## config.mk

```make
export PLATFORM = sky130hd
export DESIGN_NAME = heater_safety_supervisor_flat
export DESIGN_NICKNAME = d
export VERILOG_FILES = /design/src/hw/rtl/hss_pkg.sv /design/src/hw/rtl/hss_channels.sv /design/src/hw/rtl/hss_csr.sv /design/src/hw/rtl/hss_core.sv /design/src/hw/rtl/heater_safety_supervisor.sv /design/src/flat_wrapper.sv
export SDC_FILE = /design/constraint.sdc
export NUM_CORES = 1
export LEC_CHECK = 0
export ABC_AREA = 1
export BUFFER_PORTS_ARGS = -buffer_cell sky130_fd_sc_hd__clkbuf_2
export CORE_MARGIN = 2
export CORE_UTILIZATION = 35
export CTS_CLUSTER_SIZE = 10
export DETAILED_ROUTE_END_ITERATION = 8
export GPL_TIMING_DRIVEN = 1
export PLACE_DENSITY = 0.58
export SLEW_MARGIN = 40
export SYNTH_ARGS = -nofsm -noshare
export SYNTH_HDL_FRONTEND = slang
export SYNTH_HIERARCHICAL = 1
export SYNTH_SLANG_ARGS = --single-unit
```

## constraint.sdc

```tcl
create_clock -name clock -period 19.6 [get_ports clock]
set_input_delay 2.94 -clock clock [delete_from_list [all_inputs] [get_ports clock]]
set_output_delay 2.94 -clock clock [all_outputs]
set_load 0.005 [all_outputs]
```

## src/hw/rtl/hss_pkg.sv

```systemverilog
// Package for the heater safety supervisor: command, fault and register codes,
// reset values, fixed thresholds and the structs passed between the modules.
// No dependencies.
`timescale 1ns / 1ps

package hss_pkg;

   // Configuration port geometry: eight 32-bit registers at byte addresses 4*i.
   localparam int CSR_ADDR_W = 5;
   localparam int CSR_DATA_W = 32;

   // Command codes of an input item.
   localparam logic [2:0] CMD_SAMPLE     = 3'd0;
   localparam logic [2:0] CMD_SET_TARGET = 3'd1;
   localparam logic [2:0] CMD_PAUSE      = 3'd2;
   localparam logic [2:0] CMD_RESUME     = 3'd3;
   localparam logic [2:0] CMD_DISABLE    = 3'd4;
   localparam logic [2:0] CMD_ENABLE     = 3'd5;
   localparam logic [2:0] CMD_RESET      = 3'd6;

   // Fault reason codes.
   localparam logic [1:0] FAIL_NONE        = 2'd0;
   localparam logic [1:0] FAIL_CUTOFF      = 2'd1;
   localparam logic [1:0] FAIL_NOT_HEATING = 2'd2;
   localparam logic [1:0] FAIL_DROPPING    = 2'd3;

   // Register indexes.
   localparam logic [2:0] REG_MAX_TARGET    = 3'd0;
   localparam logic [2:0] REG_TIMING_EN     = 3'd1;
   localparam logic [2:0] REG_CUTOFF_TEMP   = 3'd2;
   localparam logic [2:0] REG_MAX_BAD       = 3'd3;
   localparam logic [2:0] REG_BYPASS_DELTA  = 3'd4;
   localparam logic [2:0] REG_PROGRESS_TIME = 3'd5;
   localparam logic [2:0] REG_WARMUP_TIME   = 3'd6;
   localparam logic [2:0] REG_REACH_HYST    = 3'd7;

   // Register reset values.
   localparam logic [9:0]  RST_MAX_TARGET    = 10'd280;
   localparam logic        RST_TIMING_EN     = 1'b1;
   localparam logic [9:0]  RST_CUTOFF_TEMP   = 10'd290;
   localparam logic [7:0]  RST_MAX_BAD       = 8'd15;
   localparam logic [7:0]  RST_BYPASS_DELTA  = 8'd10;
   localparam logic [23:0] RST_PROGRESS_TIME = 24'd90000;
   localparam logic [23:0] RST_WARMUP_TIME   = 24'd300000;
   localparam logic [4:0]  RST_REACH_HYST    = 5'd2;

   // Fixed thresholds, in degrees unless noted.
   localparam logic signed [12:0] BAD_READING_LIMIT = 13'sd290;
   localparam logic signed [12:0] DROP_MARGIN       = 13'sd30;
   localparam logic signed [12:0] CHECKED_LIMIT     = 13'sd50;
   localparam logic signed [12:0] PROGRESS_STEP     = 13'sd10;
   localparam logic signed [12:0] BYPASS_BAND       = 13'sd10;
   localparam logic [9:0]         TIMING_MIN_TARGET = 10'd30;
   localparam logic [7:0]         POWER_FULL        = 8'd255;
   localparam logic [7:0]         RUN_COUNT_MAX     = 8'd255;

   typedef struct packed {
      logic [9:0]  max_target;
      logic        timing_check_enable;
      logic [9:0]  cutoff_temp;
      logic [7:0]  max_bad_readings;
      logic [7:0]  bypass_delta;
      logic [23:0] progress_time_ms;
      logic [23:0] warmup_time_ms;
      logic [4:0]  reach_hysteresis;
   } hss_cfg_type;

   typedef struct packed {
      logic [2:0]  cmd;
      logic [10:0] temperature;
      logic [15:0] pid_drive;
      logic [15:0] elapsed_ms;
      logic [15:0] new_target;
   } hss_req_type;

   typedef struct packed {
      logic [7:0] heater_power;
      logic       bypass_active;
      logic       pid_clear;
      logic       failed;
      logic [1:0] fail_reason;
      logic       target_reached;
      logic [9:0] active_target;
      logic       paused_flag;
      logic       disabled_flag;
   } hss_rsp_type;

   typedef struct packed {
      logic [10:0] current_reading;
      logic [10:0] start_reading;
      logic [9:0]  saved_target;
      logic [9:0]  target_value;
      logic [7:0]  bad_run_count;
      logic        fault_latched;
      logic [1:0]  fault_code;
      logic        bypass_on;
      logic [23:0] heatup_remaining;
      logic        heatup_armed;
      logic [23:0] progress_remaining;
      logic        progress_armed;
      logic        progress_done;
      logic        reached_latch;
      logic        pause_on;
      logic        disable_on;
      logic [7:0]  last_power;
      logic        pid_pulse;
   } hss_state_type;

endpackage

```

## src/hw/rtl/hss_channels.sv

```systemverilog
// Valid/ready channel interfaces for the heater safety supervisor:
// the request channel (commands and samples) and the response channel (status).
// No dependencies.
`timescale 1ns / 1ps

interface hss_req_if;
   logic               valid;
   logic               ready;
   logic        [2:0]  cmd;
   logic signed [10:0] temperature;
   logic signed [15:0] pid_drive;
   logic        [15:0] elapsed_ms;
   logic signed [15:0] new_target;

   modport source (output valid, cmd, temperature, pid_drive, elapsed_ms, new_target,
                   input ready);
   modport sink (input valid, cmd, temperature, pid_drive, elapsed_ms, new_target,
                 output ready);
endinterface

interface hss_rsp_if;
   logic       valid;
   logic       ready;
   logic [7:0] heater_power;
   logic       bypass_active;
   logic       pid_clear;
   logic       failed;
   logic [1:0] fail_reason;
   logic       target_reached;
   logic [9:0] active_target;
   logic       paused_flag;
   logic       disabled_flag;

   modport source (output valid, heater_power, bypass_active, pid_clear, failed,
                   fail_reason, target_reached, active_target, paused_flag,
                   disabled_flag, input ready);
   modport sink (input valid, heater_power, bypass_active, pid_clear, failed,
                 fail_reason, target_reached, active_target, paused_flag,
                 disabled_flag, output ready);
endinterface

```

## src/hw/rtl/hss_csr.sv

```systemverilog
// Configuration registers of the heater safety supervisor behind an APB-style port.
// Depends on hss_pkg.
`timescale 1ns / 1ps

module hss_csr (
   input  logic                             clock,
   input  logic                             reset,
   input  logic                             psel,
   input  logic                             penable,
   input  logic                             pwrite,
   input  logic [hss_pkg::CSR_ADDR_W-1:0]   paddr,
   input  logic [hss_pkg::CSR_DATA_W-1:0]   pwdata,
   output logic [hss_pkg::CSR_DATA_W-1:0]   prdata,
   output logic                             pready,
   output hss_pkg::hss_cfg_type             cfg
);

   hss_pkg::hss_cfg_type cfg_ff;
   hss_pkg::hss_cfg_type cfg_in;
   logic [2:0]           reg_index;
   logic                 write_en;

   assign pready    = 1'b1;
   assign reg_index = paddr[4:2];
   assign write_en  = psel && penable && pwrite;
   assign cfg       = cfg_ff;

   // Register write decode; a write completes in the access cycle.
   always_comb begin
      cfg_in = cfg_ff;
      if (write_en) begin
         case (reg_index)
            hss_pkg::REG_MAX_TARGET:    cfg_in.max_target          = pwdata[9:0];
            hss_pkg::REG_TIMING_EN:     cfg_in.timing_check_enable = pwdata[0];
            hss_pkg::REG_CUTOFF_TEMP:   cfg_in.cutoff_temp         = pwdata[9:0];
            hss_pkg::REG_MAX_BAD:       cfg_in.max_bad_readings    = pwdata[7:0];
            hss_pkg::REG_BYPASS_DELTA:  cfg_in.bypass_delta        = pwdata[7:0];
            hss_pkg::REG_PROGRESS_TIME: cfg_in.progress_time_ms    = pwdata[23:0];
            hss_pkg::REG_WARMUP_TIME:   cfg_in.warmup_time_ms      = pwdata[23:0];
            hss_pkg::REG_REACH_HYST:    cfg_in.reach_hysteresis    = pwdata[4:0];
            default:                    cfg_in = cfg_ff;
         endcase
      end
   end

   always_ff @(posedge clock) begin
      if (reset) begin
         cfg_ff.max_target          <= hss_pkg::RST_MAX_TARGET;
         cfg_ff.timing_check_enable <= hss_pkg::RST_TIMING_EN;
         cfg_ff.cutoff_temp         <= hss_pkg::RST_CUTOFF_TEMP;
         cfg_ff.max_bad_readings    <= hss_pkg::RST_MAX_BAD;
         cfg_ff.bypass_delta        <= hss_pkg::RST_BYPASS_DELTA;
         cfg_ff.progress_time_ms    <= hss_pkg::RST_PROGRESS_TIME;
         cfg_ff.warmup_time_ms      <= hss_pkg::RST_WARMUP_TIME;
         cfg_ff.reach_hysteresis    <= hss_pkg::RST_REACH_HYST;
      end else begin
         cfg_ff <= cfg_in;
      end
   end

   // Read-back mux, zero-extended to the bus width.
   always_comb begin
      case (reg_index)
         hss_pkg::REG_MAX_TARGET:    prdata = 32'(cfg_ff.max_target);
         hss_pkg::REG_TIMING_EN:     prdata = 32'(cfg_ff.timing_check_enable);
         hss_pkg::REG_CUTOFF_TEMP:   prdata = 32'(cfg_ff.cutoff_temp);
         hss_pkg::REG_MAX_BAD:       prdata = 32'(cfg_ff.max_bad_readings);
         hss_pkg::REG_BYPASS_DELTA:  prdata = 32'(cfg_ff.bypass_delta);
         hss_pkg::REG_PROGRESS_TIME: prdata = 32'(cfg_ff.progress_time_ms);
         hss_pkg::REG_WARMUP_TIME:   prdata = 32'(cfg_ff.warmup_time_ms);
         hss_pkg::REG_REACH_HYST:    prdata = 32'(cfg_ff.reach_hysteresis);
         default:                    prdata = '0;
      endcase
   end

endmodule

```

## src/hw/rtl/hss_core.sv

```systemverilog
// Supervisor state registers and the combinational next-state logic that applies
// one command or sample to them. Depends on hss_pkg.
`timescale 1ns / 1ps

module hss_core (
   input  logic                 clock,
   input  logic                 reset,
   input  logic                 fire,
   input  hss_pkg::hss_req_type item,
   input  hss_pkg::hss_cfg_type cfg,
   output hss_pkg::hss_rsp_type rsp
);

   hss_pkg::hss_state_type state_ff;
   hss_pkg::hss_state_type state_in;
   hss_pkg::hss_state_type step_state;

   // Sign-extend an 11-bit reading to the 13-bit compare width.
   function automatic logic signed [12:0] ext_reading(input logic [10:0] r);
      return $signed({{2{r[10]}}, r});
   endfunction

   // Zero-extend a 10-bit target to the 13-bit compare width.
   function automatic logic signed [12:0] ext_target(input logic [9:0] t);
      return $signed({3'b000, t});
   endfunction

   function automatic logic [23:0] count_down(input logic [23:0] r, input logic [15:0] d);
      logic [23:0] d_ext;
      d_ext = {8'd0, d};
      return (r > d_ext) ? (r - d_ext) : 24'd0;
   endfunction

   // Clamp and apply a new target; with timing checks enabled this rearms or clears the heat-up and progress timers.
   function automatic hss_pkg::hss_state_type set_target(input hss_pkg::hss_state_type s_in,
                                                          input hss_pkg::hss_cfg_type c,
                                                          input logic signed [15:0] t);
      hss_pkg::hss_state_type s;
      logic [9:0]             tc;
      logic signed [12:0]     cur;
      s   = s_in;
      cur = ext_reading(s.current_reading);
      if (t > $signed({6'd0, c.max_target})) begin
         tc = c.max_target;
      end else if (t[15]) begin
         tc = '0;
      end else begin
         tc = t[9:0];
      end
      // While paused the new target only lowers the hold target and is saved; a zero target ends the pause.
      if (s.pause_on) begin
         if (tc < s.target_value) s.target_value = tc;
         if (tc == '0) s.pause_on = 1'b0;
         s.saved_target = tc;
         return s;
      end
      s.reached_latch = 1'b0;
      if (s.fault_latched || s.disable_on) begin
         s.target_value = '0;
         return s;
      end
      if (c.timing_check_enable) begin
         s.start_reading = s.current_reading;
         s.progress_done = 1'b0;
         s.bad_run_count = '0;
         if (tc > hss_pkg::TIMING_MIN_TARGET) begin
            if ((ext_target(tc) > cur + hss_pkg::PROGRESS_STEP) &&
                (cur < hss_pkg::CHECKED_LIMIT)) begin
               s.progress_armed     = 1'b1;
               s.progress_remaining = c.progress_time_ms;
            end else begin
               s.progress_armed     = 1'b0;
               s.progress_remaining = '0;
            end
            s.heatup_armed     = 1'b1;
            s.heatup_remaining = c.warmup_time_ms;
         end else begin
            s.heatup_armed       = 1'b0;
            s.heatup_remaining   = '0;
            s.progress_armed     = 1'b0;
            s.progress_remaining = '0;
         end
      end
      s.target_value = tc;
      return s;
   endfunction

   // The reached query answers false while paused, disabled or at or over the limit.
   function automatic logic reach_blocked(input hss_pkg::hss_state_type s);
      return s.pause_on || s.disable_on ||
             (ext_reading(s.current_reading) >= hss_pkg::BAD_READING_LIMIT);
   endfunction

   // Set the reached latch when the reading is inside the band around target.
   function automatic hss_pkg::hss_state_type reach_update(input hss_pkg::hss_state_type s_in,
                                                            input hss_pkg::hss_cfg_type c);
      hss_pkg::hss_state_type s;
      logic signed [12:0]     cur;
      logic signed [12:0]     tv;
      logic signed [12:0]     h;
      s   = s_in;
      cur = ext_reading(s.current_reading);
      tv  = ext_target(s.target_value);
      h   = $signed({8'd0, c.reach_hysteresis});
      if (!reach_blocked(s) && !s.reached_latch && (cur >= tv - h) && (cur <= tv + h)) begin
         s.reached_latch = 1'b1;
      end
      return s;
   endfunction

   function automatic hss_pkg::hss_state_type do_fail(input hss_pkg::hss_state_type s_in,
                                                       input hss_pkg::hss_cfg_type c,
                                                       input logic [1:0] code);
      hss_pkg::hss_state_type s;
      s               = s_in;
      s.fault_code    = code;
      s.fault_latched = 1'b1;
      s               = set_target(s, c, 16'sd0);
      s.last_power    = '0;
      return s;
   endfunction

   // Count a bad event; the heater fails once the run passes the limit.
   function automatic hss_pkg::hss_state_type bad_event(input hss_pkg::hss_state_type s_in,
                                                         input hss_pkg::hss_cfg_type c,
                                                         input logic [1:0] code);
      hss_pkg::hss_state_type s;
      s = s_in;
      if (s.bad_run_count != hss_pkg::RUN_COUNT_MAX) s.bad_run_count = s.bad_run_count + 8'd1;
      if (s.bad_run_count > c.max_bad_readings) s = do_fail(s, c, code);
      return s;
   endfunction

   function automatic hss_pkg::hss_state_type do_sample(input hss_pkg::hss_state_type s_in,
                                                         input hss_pkg::hss_cfg_type c,
                                                         input hss_pkg::hss_req_type it);
      hss_pkg::hss_state_type s;
      logic                   bad;
      logic                   reached;
      logic signed [12:0]     temp;
      logic signed [12:0]     tv;
      logic signed [12:0]     delta;
      logic signed [12:0]     band;
      s    = s_in;
      bad  = 1'b0;
      temp = ext_reading(it.temperature);
      if (s.disable_on) return s;
      s.current_reading = it.temperature;
      if (s.heatup_armed) s.heatup_remaining = count_down(s.heatup_remaining, it.elapsed_ms);
      if (s.progress_armed) begin
         s.progress_remaining = count_down(s.progress_remaining, it.elapsed_ms);
      end
      // Fault checks run only while not paused.
      if (!s.pause_on) begin
         if (temp > ext_target(c.cutoff_temp)) begin
            bad = 1'b1;
            s   = bad_event(s, c, hss_pkg::FAIL_CUTOFF);
            if (s.bad_run_count > c.max_bad_readings) return s;
         end
         if (!s.progress_done && s.progress_armed && (s.progress_remaining == '0)) begin
            if (temp < ext_reading(s.start_reading) + hss_pkg::PROGRESS_STEP) begin
               bad = 1'b1;
               s   = bad_event(s, c, hss_pkg::FAIL_NOT_HEATING);
               if (s.bad_run_count > c.max_bad_readings) return s;
            end else begin
               s.progress_done = 1'b1;
            end
         end
         if (s.heatup_armed && (s.heatup_remaining == '0)) begin
            s       = reach_update(s, c);
            reached = !reach_blocked(s) && s.reached_latch;
            if (reached && (temp < ext_target(s.target_value) - hss_pkg::DROP_MARGIN)) begin
               bad = 1'b1;
               s   = bad_event(s, c, hss_pkg::FAIL_DROPPING);
               if (s.bad_run_count > c.max_bad_readings) return s;
            end
         end
         if (!bad) s.bad_run_count = '0;
      end
      if (s.fault_latched) return s;
      // Full-power bypass with hysteresis on the shortfall below target.
      tv    = ext_target(s.target_value);
      delta = tv - temp;
      band  = $signed({5'd0, c.bypass_delta});
      if (s.bypass_on && (delta < band)) begin
         s.bypass_on = 1'b0;
         s.pid_pulse = 1'b1;
      end else if (!s.bypass_on && (delta > band + hss_pkg::BYPASS_BAND)) begin
         s.bypass_on = 1'b1;
      end
      if (s.bypass_on) begin
         s.last_power = hss_pkg::POWER_FULL;
      end else if (s.target_value != '0) begin
         if (it.pid_drive[15]) begin
            s.last_power = '0;
         end else if (it.pid_drive[14:8] != '0) begin
            s.last_power = hss_pkg::POWER_FULL;
         end else begin
            s.last_power = it.pid_drive[7:0];
         end
      end else begin
         s.last_power = '0;
      end
      return s;
   endfunction

   // Pause holds the current reading as target, but only while heating.
   function automatic hss_pkg::hss_state_type do_pause(input hss_pkg::hss_state_type s_in,
                                                        input hss_pkg::hss_cfg_type c);
      hss_pkg::hss_state_type s;
      logic                   heating;
      logic signed [15:0]     hold;
      s = s_in;
      if (s.disable_on || s.pause_on) return s;
      if (s.target_value == '0) begin
         heating = 1'b0;
      end else begin
         s       = reach_update(s, c);
         heating = !(!reach_blocked(s) && s.reached_latch) && !s.fault_latched;
      end
      if (!heating) return s;
      s.saved_target = s.target_value;
      if (ext_reading(s.current_reading) < hss_pkg::BAD_READING_LIMIT) begin
         hold = $signed({{5{s.current_reading[10]}}, s.current_reading});
      end else begin
         hold = 16'sd0;
      end
      s                    = set_target(s, c, hold);
      s.heatup_armed       = 1'b0;
      s.heatup_remaining   = '0;
      s.progress_armed     = 1'b0;
      s.progress_remaining = '0;
      s.reached_latch      = 1'b0;
      s.pause_on           = 1'b1;
      return s;
   endfunction

   function automatic hss_pkg::hss_state_type do_resume(input hss_pkg::hss_state_type s_in,
                                                         input hss_pkg::hss_cfg_type c);
      hss_pkg::hss_state_type s;
      s = s_in;
      if (s.disable_on || !s.pause_on) return s;
      s.pause_on = 1'b0;
      return set_target(s, c, $signed({6'd0, s.saved_target}));
   endfunction

   // Clear everything but the power level and ask the PID to reset.
   function automatic hss_pkg::hss_state_type clear_all(input hss_pkg::hss_state_type s_in);
      hss_pkg::hss_state_type s;
      s            = '0;
      s.last_power = s_in.last_power;
      s.pid_pulse  = 1'b1;
      return s;
   endfunction

   // One item applied to the current state.
   always_comb begin
      step_state           = state_ff;
      step_state.pid_pulse = 1'b0;
      case (item.cmd)
         hss_pkg::CMD_SAMPLE:     step_state = do_sample(step_state, cfg, item);
         hss_pkg::CMD_SET_TARGET: step_state = set_target(step_state, cfg,
                                                          $signed(item.new_target));
         hss_pkg::CMD_PAUSE:      step_state = do_pause(step_state, cfg);
         hss_pkg::CMD_RESUME:     step_state = do_resume(step_state, cfg);
         hss_pkg::CMD_DISABLE: begin
            step_state            = clear_all(step_state);
            step_state.disable_on = 1'b1;
         end
         hss_pkg::CMD_ENABLE:     step_state.disable_on = 1'b0;
         hss_pkg::CMD_RESET:      step_state = clear_all(step_state);
         default:                 step_state = step_state;
      endcase
   end

   assign state_in = fire ? step_state : state_ff;

   always_ff @(posedge clock) begin
      if (reset) begin
         state_ff <= '0;
      end else begin
         state_ff <= state_in;
      end
   end

   // Status after the item, loaded into the response register by the top level.
   always_comb begin
      rsp.heater_power   = step_state.last_power;
      rsp.bypass_active  = step_state.bypass_on;
      rsp.pid_clear      = step_state.pid_pulse;
      rsp.failed         = step_state.fault_latched;
      rsp.fail_reason    = step_state.fault_code;
      rsp.target_reached = step_state.reached_latch;
      rsp.active_target  = step_state.target_value;
      rsp.paused_flag    = step_state.pause_on;
      rsp.disabled_flag  = step_state.disable_on;
   end

endmodule

```

## src/hw/rtl/heater_safety_supervisor.sv

```systemverilog
// Heater safety supervisor for one heating element. Each request transfer carries a
// command (sample, set target, pause, resume, disable, enable, reset) and gives exactly
// one response transfer with the status after it: heater power, bypass and fault flags,
// the reached flag and the active target. The block sustains one request per clock
// cycle while the response channel is not stalled; a request transfer loads the input
// register, and the item's response is loaded into the response register when that
// register is empty or being taken. The whole state update for an item is a
// combinational loop from the state registers back to themselves. A waiting response
// does not stop the next request from entering an empty input register. Configuration
// must be written through the APB-style csr_ port only while no item is in flight; the
// block itself does not enforce it. There is no clearing pass after reset.
// Depends on hss_pkg, hss_channels, hss_csr and hss_core.
`timescale 1ns / 1ps

module heater_safety_supervisor (
   input  logic                           clock,
   input  logic                           reset,
   hss_req_if.sink                        req_ch,
   hss_rsp_if.source                      rsp_ch,
   input  logic                           csr_psel,
   input  logic                           csr_penable,
   input  logic                           csr_pwrite,
   input  logic [hss_pkg::CSR_ADDR_W-1:0] csr_paddr,
   input  logic [hss_pkg::CSR_DATA_W-1:0] csr_pwdata,
   output logic [hss_pkg::CSR_DATA_W-1:0] csr_prdata,
   output logic                           csr_pready
);

   hss_pkg::hss_cfg_type cfg;
   hss_pkg::hss_req_type req_item;
   hss_pkg::hss_req_type in_item_ff;
   hss_pkg::hss_rsp_type step_rsp;
   hss_pkg::hss_rsp_type rsp_data_ff;
   logic                 in_valid_ff;
   logic                 in_valid_in;
   logic                 rsp_valid_ff;
   logic                 rsp_valid_in;
   logic                 advance;
   logic                 fire;
   logic                 take;

   hss_csr u_csr (
      .clock   (clock),
      .reset   (reset),
      .psel    (csr_psel),
      .penable (csr_penable),
      .pwrite  (csr_pwrite),
      .paddr   (csr_paddr),
      .pwdata  (csr_pwdata),
      .prdata  (csr_prdata),
      .pready  (csr_pready),
      .cfg     (cfg)
   );

   // The pipeline moves when the response register is empty or being taken.
   assign advance      = !rsp_valid_ff || rsp_ch.ready;
   assign fire         = in_valid_ff && advance;
   assign req_ch.ready = !in_valid_ff || advance;
   assign take         = req_ch.valid && req_ch.ready;
   assign in_valid_in  = req_ch.ready ? req_ch.valid : in_valid_ff;
   assign rsp_valid_in = advance ? in_valid_ff : rsp_valid_ff;

   always_comb begin
      req_item.cmd         = req_ch.cmd;
      req_item.temperature = req_ch.temperature;
      req_item.pid_drive   = req_ch.pid_drive;
      req_item.elapsed_ms  = req_ch.elapsed_ms;
      req_item.new_target  = req_ch.new_target;
   end

   hss_core u_core (
      .clock (clock),
      .reset (reset),
      .fire  (fire),
      .item  (in_item_ff),
      .cfg   (cfg),
      .rsp   (step_rsp)
   );

   // Valid flags of the input and response registers.
   always_ff @(posedge clock) begin
      if (reset) begin
         in_valid_ff  <= 1'b0;
         rsp_valid_ff <= 1'b0;
      end else begin
         in_valid_ff  <= in_valid_in;
         rsp_valid_ff <= rsp_valid_in;
      end
   end

   // Payload registers load on a transfer into their stage.
   always_ff @(posedge clock) begin
      if (take) begin
         in_item_ff <= req_item;
      end
      if (fire) begin
         rsp_data_ff <= step_rsp;
      end
   end

   assign rsp_ch.valid          = rsp_valid_ff;
   assign rsp_ch.heater_power   = rsp_data_ff.heater_power;
   assign rsp_ch.bypass_active  = rsp_data_ff.bypass_active;
   assign rsp_ch.pid_clear      = rsp_data_ff.pid_clear;
   assign rsp_ch.failed         = rsp_data_ff.failed;
   assign rsp_ch.fail_reason    = rsp_data_ff.fail_reason;
   assign rsp_ch.target_reached = rsp_data_ff.target_reached;
   assign rsp_ch.active_target  = rsp_data_ff.active_target;
   assign rsp_ch.paused_flag    = rsp_data_ff.paused_flag;
   assign rsp_ch.disabled_flag  = rsp_data_ff.disabled_flag;

endmodule

```

## src/flat_wrapper.sv

```systemverilog
// flat-port wrapper written by rule: the top's interface ports become plain ports
module heater_safety_supervisor_flat 
  (clock, reset, csr_psel, csr_penable, csr_pwrite, csr_paddr, csr_pwdata, csr_prdata, csr_pready, req_ch_valid, req_ch_cmd, req_ch_temperature, req_ch_pid_drive, req_ch_elapsed_ms, req_ch_new_target, req_ch_ready, rsp_ch_valid, rsp_ch_heater_power, rsp_ch_bypass_active, rsp_ch_pid_clear, rsp_ch_failed, rsp_ch_fail_reason, rsp_ch_target_reached, rsp_ch_active_target, rsp_ch_paused_flag, rsp_ch_disabled_flag, rsp_ch_ready);
  hss_req_if req_ch_i ();
  hss_rsp_if rsp_ch_i ();
  input  logic clock;
  input  logic reset;
  input  logic csr_psel;
  input  logic csr_penable;
  input  logic csr_pwrite;
  input  logic [hss_pkg::CSR_ADDR_W-1:0] csr_paddr;
  input  logic [hss_pkg::CSR_DATA_W-1:0] csr_pwdata;
  output logic [hss_pkg::CSR_DATA_W-1:0] csr_prdata;
  output logic csr_pready;
  input wire logic [$bits(req_ch_i.valid)-1:0] req_ch_valid;
  input wire logic [$bits(req_ch_i.cmd)-1:0] req_ch_cmd;
  input wire logic [$bits(req_ch_i.temperature)-1:0] req_ch_temperature;
  input wire logic [$bits(req_ch_i.pid_drive)-1:0] req_ch_pid_drive;
  input wire logic [$bits(req_ch_i.elapsed_ms)-1:0] req_ch_elapsed_ms;
  input wire logic [$bits(req_ch_i.new_target)-1:0] req_ch_new_target;
  output wire logic [$bits(req_ch_i.ready)-1:0] req_ch_ready;
  output wire logic [$bits(rsp_ch_i.valid)-1:0] rsp_ch_valid;
  output wire logic [$bits(rsp_ch_i.heater_power)-1:0] rsp_ch_heater_power;
  output wire logic [$bits(rsp_ch_i.bypass_active)-1:0] rsp_ch_bypass_active;
  output wire logic [$bits(rsp_ch_i.pid_clear)-1:0] rsp_ch_pid_clear;
  output wire logic [$bits(rsp_ch_i.failed)-1:0] rsp_ch_failed;
  output wire logic [$bits(rsp_ch_i.fail_reason)-1:0] rsp_ch_fail_reason;
  output wire logic [$bits(rsp_ch_i.target_reached)-1:0] rsp_ch_target_reached;
  output wire logic [$bits(rsp_ch_i.active_target)-1:0] rsp_ch_active_target;
  output wire logic [$bits(rsp_ch_i.paused_flag)-1:0] rsp_ch_paused_flag;
  output wire logic [$bits(rsp_ch_i.disabled_flag)-1:0] rsp_ch_disabled_flag;
  input wire logic [$bits(rsp_ch_i.ready)-1:0] rsp_ch_ready;
  assign req_ch_i.valid = req_ch_valid;
  assign req_ch_i.cmd = req_ch_cmd;
  assign req_ch_i.temperature = req_ch_temperature;
  assign req_ch_i.pid_drive = req_ch_pid_drive;
  assign req_ch_i.elapsed_ms = req_ch_elapsed_ms;
  assign req_ch_i.new_target = req_ch_new_target;
  assign req_ch_ready = req_ch_i.ready;
  assign rsp_ch_valid = rsp_ch_i.valid;
  assign rsp_ch_heater_power = rsp_ch_i.heater_power;
  assign rsp_ch_bypass_active = rsp_ch_i.bypass_active;
  assign rsp_ch_pid_clear = rsp_ch_i.pid_clear;
  assign rsp_ch_failed = rsp_ch_i.failed;
  assign rsp_ch_fail_reason = rsp_ch_i.fail_reason;
  assign rsp_ch_target_reached = rsp_ch_i.target_reached;
  assign rsp_ch_active_target = rsp_ch_i.active_target;
  assign rsp_ch_paused_flag = rsp_ch_i.paused_flag;
  assign rsp_ch_disabled_flag = rsp_ch_i.disabled_flag;
  assign rsp_ch_i.ready = rsp_ch_ready;
  heater_safety_supervisor u_core (.clock(clock), .reset(reset), .req_ch(req_ch_i), .rsp_ch(rsp_ch_i), .csr_psel(csr_psel), .csr_penable(csr_penable), .csr_pwrite(csr_pwrite), .csr_paddr(csr_paddr), .csr_pwdata(csr_pwdata), .csr_prdata(csr_prdata), .csr_pready(csr_pready));
endmodule
```

# Word-level counts from Yosys, hierarchy flattened

Cells that the tools add are included.

Register bits: 296
Input port bits: 106
Output and inout port bits: 61
Word-level logic and storage cells: 530

Add/subtract/negate cells: 18
Magnitude comparators: 44
Eq/ne operators: 26
Multiplexer cells: 330
Reduce and logical (&&, ||, !) cells: 71

Operators by type and width:

| kind                  | count |
|---|---|
| $mux 117              | 76 |
| $pmux 107 s5          | 1 |
| $mux 106              | 4 |
| $mux 10               | 35 |
| $mux 51               | 6 |
| $mux 50               | 6 |
| $pmux 32 s8           | 1 |
| $mux 8                | 31 |
| $mux 85               | 2 |
| $mux 25               | 6 |
| $mux 1                | 140 |
| $mux 104              | 1 |
| $mux 24               | 4 |
| $mux 20               | 4 |
| $add 11x5->12 const B | 6 |
| $gt 11x12->1          | 6 |
| $mux 16               | 4 |
| $gt 10x5->1 const B   | 6 |
| $lt 11x7->1 const B   | 5 |
| $mux 11               | 5 |
| $logic_not 10->1      | 5 |
| $gt 24x16->1          | 2 |
| $gt 8x8->1            | 6 |
| $logic_not 24->1      | 2 |
| 41 further kinds      | 125 |

# Depth between registers and ports, before layout

Word-level depth: 147
Mapped depth: 77
Depth with buffers taken out: 76

# Hierarchy

The synthesis kept the hierarchy.

By module, submodules not included:

| module                   | times used | cells each | area each (µm²) | seq. area each (µm²) |
|---|---|---|---|---|
| hss_core                 | 1          | 3005       | 18133.6         | 2322.2 |
| hss_csr                  | 1          | 550        | 3971.3          | 1801.7 |
| heater_safety_supervisor | 1          | 100        | 2733.9          | 2682.6 |

# Worst setup path after synthesis

OpenSTA, ideal clock, no wires.

Kind: reg2reg
Start: register u_core/in_item_ff[50] in the netlist's numbering
End: register u_core.rsp_data_ff, in the netlist u_core/rsp_ch.heater_power[0], data pin
Setup time: 0.251 ns
Arrival: 9.760 ns
Data required time: 19.349 ns
Path slack: 9.589 ns
Stages on the path, launching flop included: 68
Path buffers: 2
Clock period less this slack: 10.011 ns
Cell sequence: edfxtp_1 ha_1 a21oi_1 o21ai_0 nand3_1 o2111ai_1 nand2_1 inv_1 o21ai_0 inv_1 ha_1 inv_1 nor3_2 nand2_2 a21boi_0 inv_1 ha_1 a21o_1 [32 not listed] a21oi_1 nor2_1 nor2_1 xor2_1 inv_1 ha_1 nand3_1 nor3_1 inv_1 o311ai_0 nand2_1 nand2_1 nand2_1 inv_1 nand2_1 nand2_1 nand2_1 buf_4

RTL lines:

| what                   | RTL line                       | RTL |
|---|---|---|
| from (decl)            | heater_safety_supervisor.sv:31 | `hss_pkg::hss_req_type in_item_ff;` |
| from (signal assigned) | heater_safety_supervisor.sv:94 | `in_item_ff <= req_item;` |
| to (signal assigned)   | heater_safety_supervisor.sv:97 | `rsp_data_ff <= step_rsp;` |
| to (decl)              | heater_safety_supervisor.sv:33 | `hss_pkg::hss_rsp_type rsp_data_ff;` |

==> results.toml <==
[pwr]
power_density_mw_per_mm2 = 61.8
total_power_mw = 1.70
cellLeakagePower_nw = 13.2
ir_drop_mv = 0.0628

[place]
placed_area_mm2 = 0.0263
port_buffers = 147
place_congestion = 0.949
hpwlAfterDp_um = 66200

[min_path]
hp-class = "flip-flop to flip-flop"

[floorplan]
rows = 97
boundaryPins = 167
die_y_um = 270
core_mm2 = 0.0701
die-area_mm2 = 0.0731
start_util = 0.354
die_w_um = 270

[global_routing]
grt_usage = 0.229
antenna_found_initial = 0
grt_pass1_wl_um = 132000
grt_max_degree = 91
grt_pass1_vias = 22800
grt_overflow_total = 0

[clocking]
cts-resized-gates = 0
cts_root_buf = "clkbuf_16"
htreeDepth = 2
clk_latency_ns = 0.58
post_cts_buffers = 0
ctsHoldBuffers = 0
cts_buffer_depth = 3
cts_tree = "built"
numCtsBuffers = 39
clock_sinks = 296
path_clk_slew_ns = 0.05

[synth]
synth_fa_ha_area_frac = 0.127
synth_top_family_by_area = "simple AND/OR/NAND/NOR gates"
synth.distinct_cells = 75
synth-seq-cells = 296
async_flop_share = 0
synth_mux_area_frac = 0.000554
synth_ff_type = "dfxtp_1"
synthSimpleGateAreaFrac = 0.279
netlist_area_mm2 = 0.0248
postSynthAreaPerCell_um2 = 6.80
netlist_instances = 3655
synthXorXnorAreaFrac = 0.0324
synth_sequential_area_ratio = 0.274
synth_compound_area_frac = 0.181
synth-warning-count = 6
synth-edff-count = 88

[routing]
drc_errors = 0
drt-vias-per-instance = 5.30
ant_nets = 0
drt-wirelength-per-cell_um = 18.3
routed_wl_um = 85700
vias = 24900
drt_iter0_drc = 2297
dr.pass1.iters = 5

[run_status]
status = "finished, final reports clean"

[sta]
skew_ns = 0.0325
grt_setup_unrepaired = "no"
finalSetupViolCount = 0
worst_slew_pin_slew_ns = 0.877
hold_viol = 0
relSlewSlack = 0.408
max_freq_mhz = 75.0
min_period_ns = 13.34
slew_viol_final = 0
finalCritPeriodShare = 0.680
fin_worst_hold_slack_ns = 0.469
setup_tns_ns = 0

[worst_setup_path]
crit_top_cell = "nand2_1"
required_ns = 19.90
critPathLaunchType = "flip-flop"
cp.arrival_ns = 13.64
crit_slowest_cell = "edfxtp_1"
critical_path_class = "flip-flop to flip-flop"
crit_fanout = 18
endpoint_kind = "flip-flop"
cpPeakStageDelay_ns = 0.68

[cells_and_area]
fin_area_mm2 = 0.0275
layout-drive-gt1-share = 0.0879
layout_common_cells = "nand2_1 (832), inv_1 (464), nor2_1 (372)"
diodes = 0
syn2layout_area_growth_pct = 10.8
layout_commonest_cell = "nand2_1"
final_nets = 4082

[flow_run]
drv_cap = 0
## area by class of cell
type,instances,area (um^2)
clock inverters,13,155
flip-flops and latches,296,6810
inverters,498,1870
clock buffers,54,1060
repair buffers,178,991
fillers,7649,42600
well taps,940,1180
multi-input cells,2715,15500
## where the power goes
group	switching, mW	total (mW)	internal [mW]
Clock	0.279	0.696	0.418
Combinational	0.221	0.330	0.109
Sequential	0.0220	0.675	0.653
## per-stage QoR
step | setup WS [ns] | util | cells
6_report | 6.26 | 0.392 | 4694
5_1_grt | 4.93 | 0.392 | 4694
4_1_cts | 6.35 | 0.392 | 4694
3_5_place_dp | 6.42 | 0.375 | 4627
3_3_place_gp | 6.27 | 0.374 | 4626
2_1_floorplan | 9.59 | - | 3662
## kinds of logic (layout without fill, tap and decap cells)
logic type | after synthesis | count (layout)
buffers and inverters | 651 | 743
adders and majority gates | 248 | 248
muxes | 1 | 1
and+or+nand+nor | 1595 | 1595
other | 2 | 9
xor gates and xnor gates | 92 | 92
AOI/OAI and AO/OA | 770 | 770
DFF | 296 | 296
## path summary, 6_finish.rpt
path                                    from                       endpoint  slack (ns)  cells past startpoint
hold / removal    u_core/u_core/state_ff[85]     u_core/u_core/state_ff[85]        0.47                      2
setup reg to reg       u_core/in_item_ff[50]  u_core/rsp_ch.heater_power[1]        6.26                     65
setup / recovery       u_core/in_item_ff[50]  u_core/rsp_ch.heater_power[1]        6.26                     65
hold reg to reg   u_core/u_core/state_ff[85]     u_core/u_core/state_ff[85]        0.47                      2
## registers in the layout, indices dropped and copies added, names as in the netlist, 2 cells and up
register	flops
u_core/u_csr/cfg	90
u_core/u_core/state_ff	116
u_core/in_item_ff	62
u_core/rsp_ch.heater_power	8
u_core/rsp_ch.active_target	10
u_core/rsp_ch.fail_reason	2
## critical path, delay by kind of cell, from the launching register on
family	cells	cell delay (ns)
AOI/OAI and AO/OA	17	4.06
and+or+nand+nor	28	4.29
DFF	1	0.68
adders and majority gates	7	2.34
buffers and inverters	11	1.35
xor gates and xnor gates	2	0.31
## synthesized netlist by cell type (16+ instances only)
| library cell | n | area share |
|---|---|---|
| nand4_1 | 63 | 0.016 |
| o211ai_1 | 38 | 0.011 |
| inv_1 | 465 | 0.070 |
| dfxtp_1 | 208 | 0.17 |
| nor2_1 | 373 | 0.056 |
| clkinv_1 | 16 | 0.0024 |
| o2111ai_1 | 17 | 0.0060 |
| xor2_1 | 71 | 0.025 |
| edfxtp_1 | 88 | 0.11 |
| buf_4 | 39 | 0.012 |
| o21ai_1 | 17 | 0.0034 |
| o22ai_1 | 31 | 0.0078 |
| nor3_1 | 45 | 0.0091 |
| nor4_1 | 21 | 0.0053 |
| ha_1 | 241 | 0.12 |
| o21ai_0 | 229 | 0.046 |
| nand2_1 | 832 | 0.13 |
| inv_2 | 17 | 0.0026 |
| a21oi_1 | 302 | 0.061 |
| clkbuf_1 | 89 | 0.013 |
| xnor2_1 | 21 | 0.0074 |
| nand3_1 | 180 | 0.036 |
## metal layers
layer | global-route usage | part of all wire
met2 | 0.357 | 0.44
met4 | 0.0628 | 0.024
met1 | 0.332 | 0.48
met5 | 0 | 0
met3 | 0.0258 | 0.061
(Power assumes the default switching activity.)
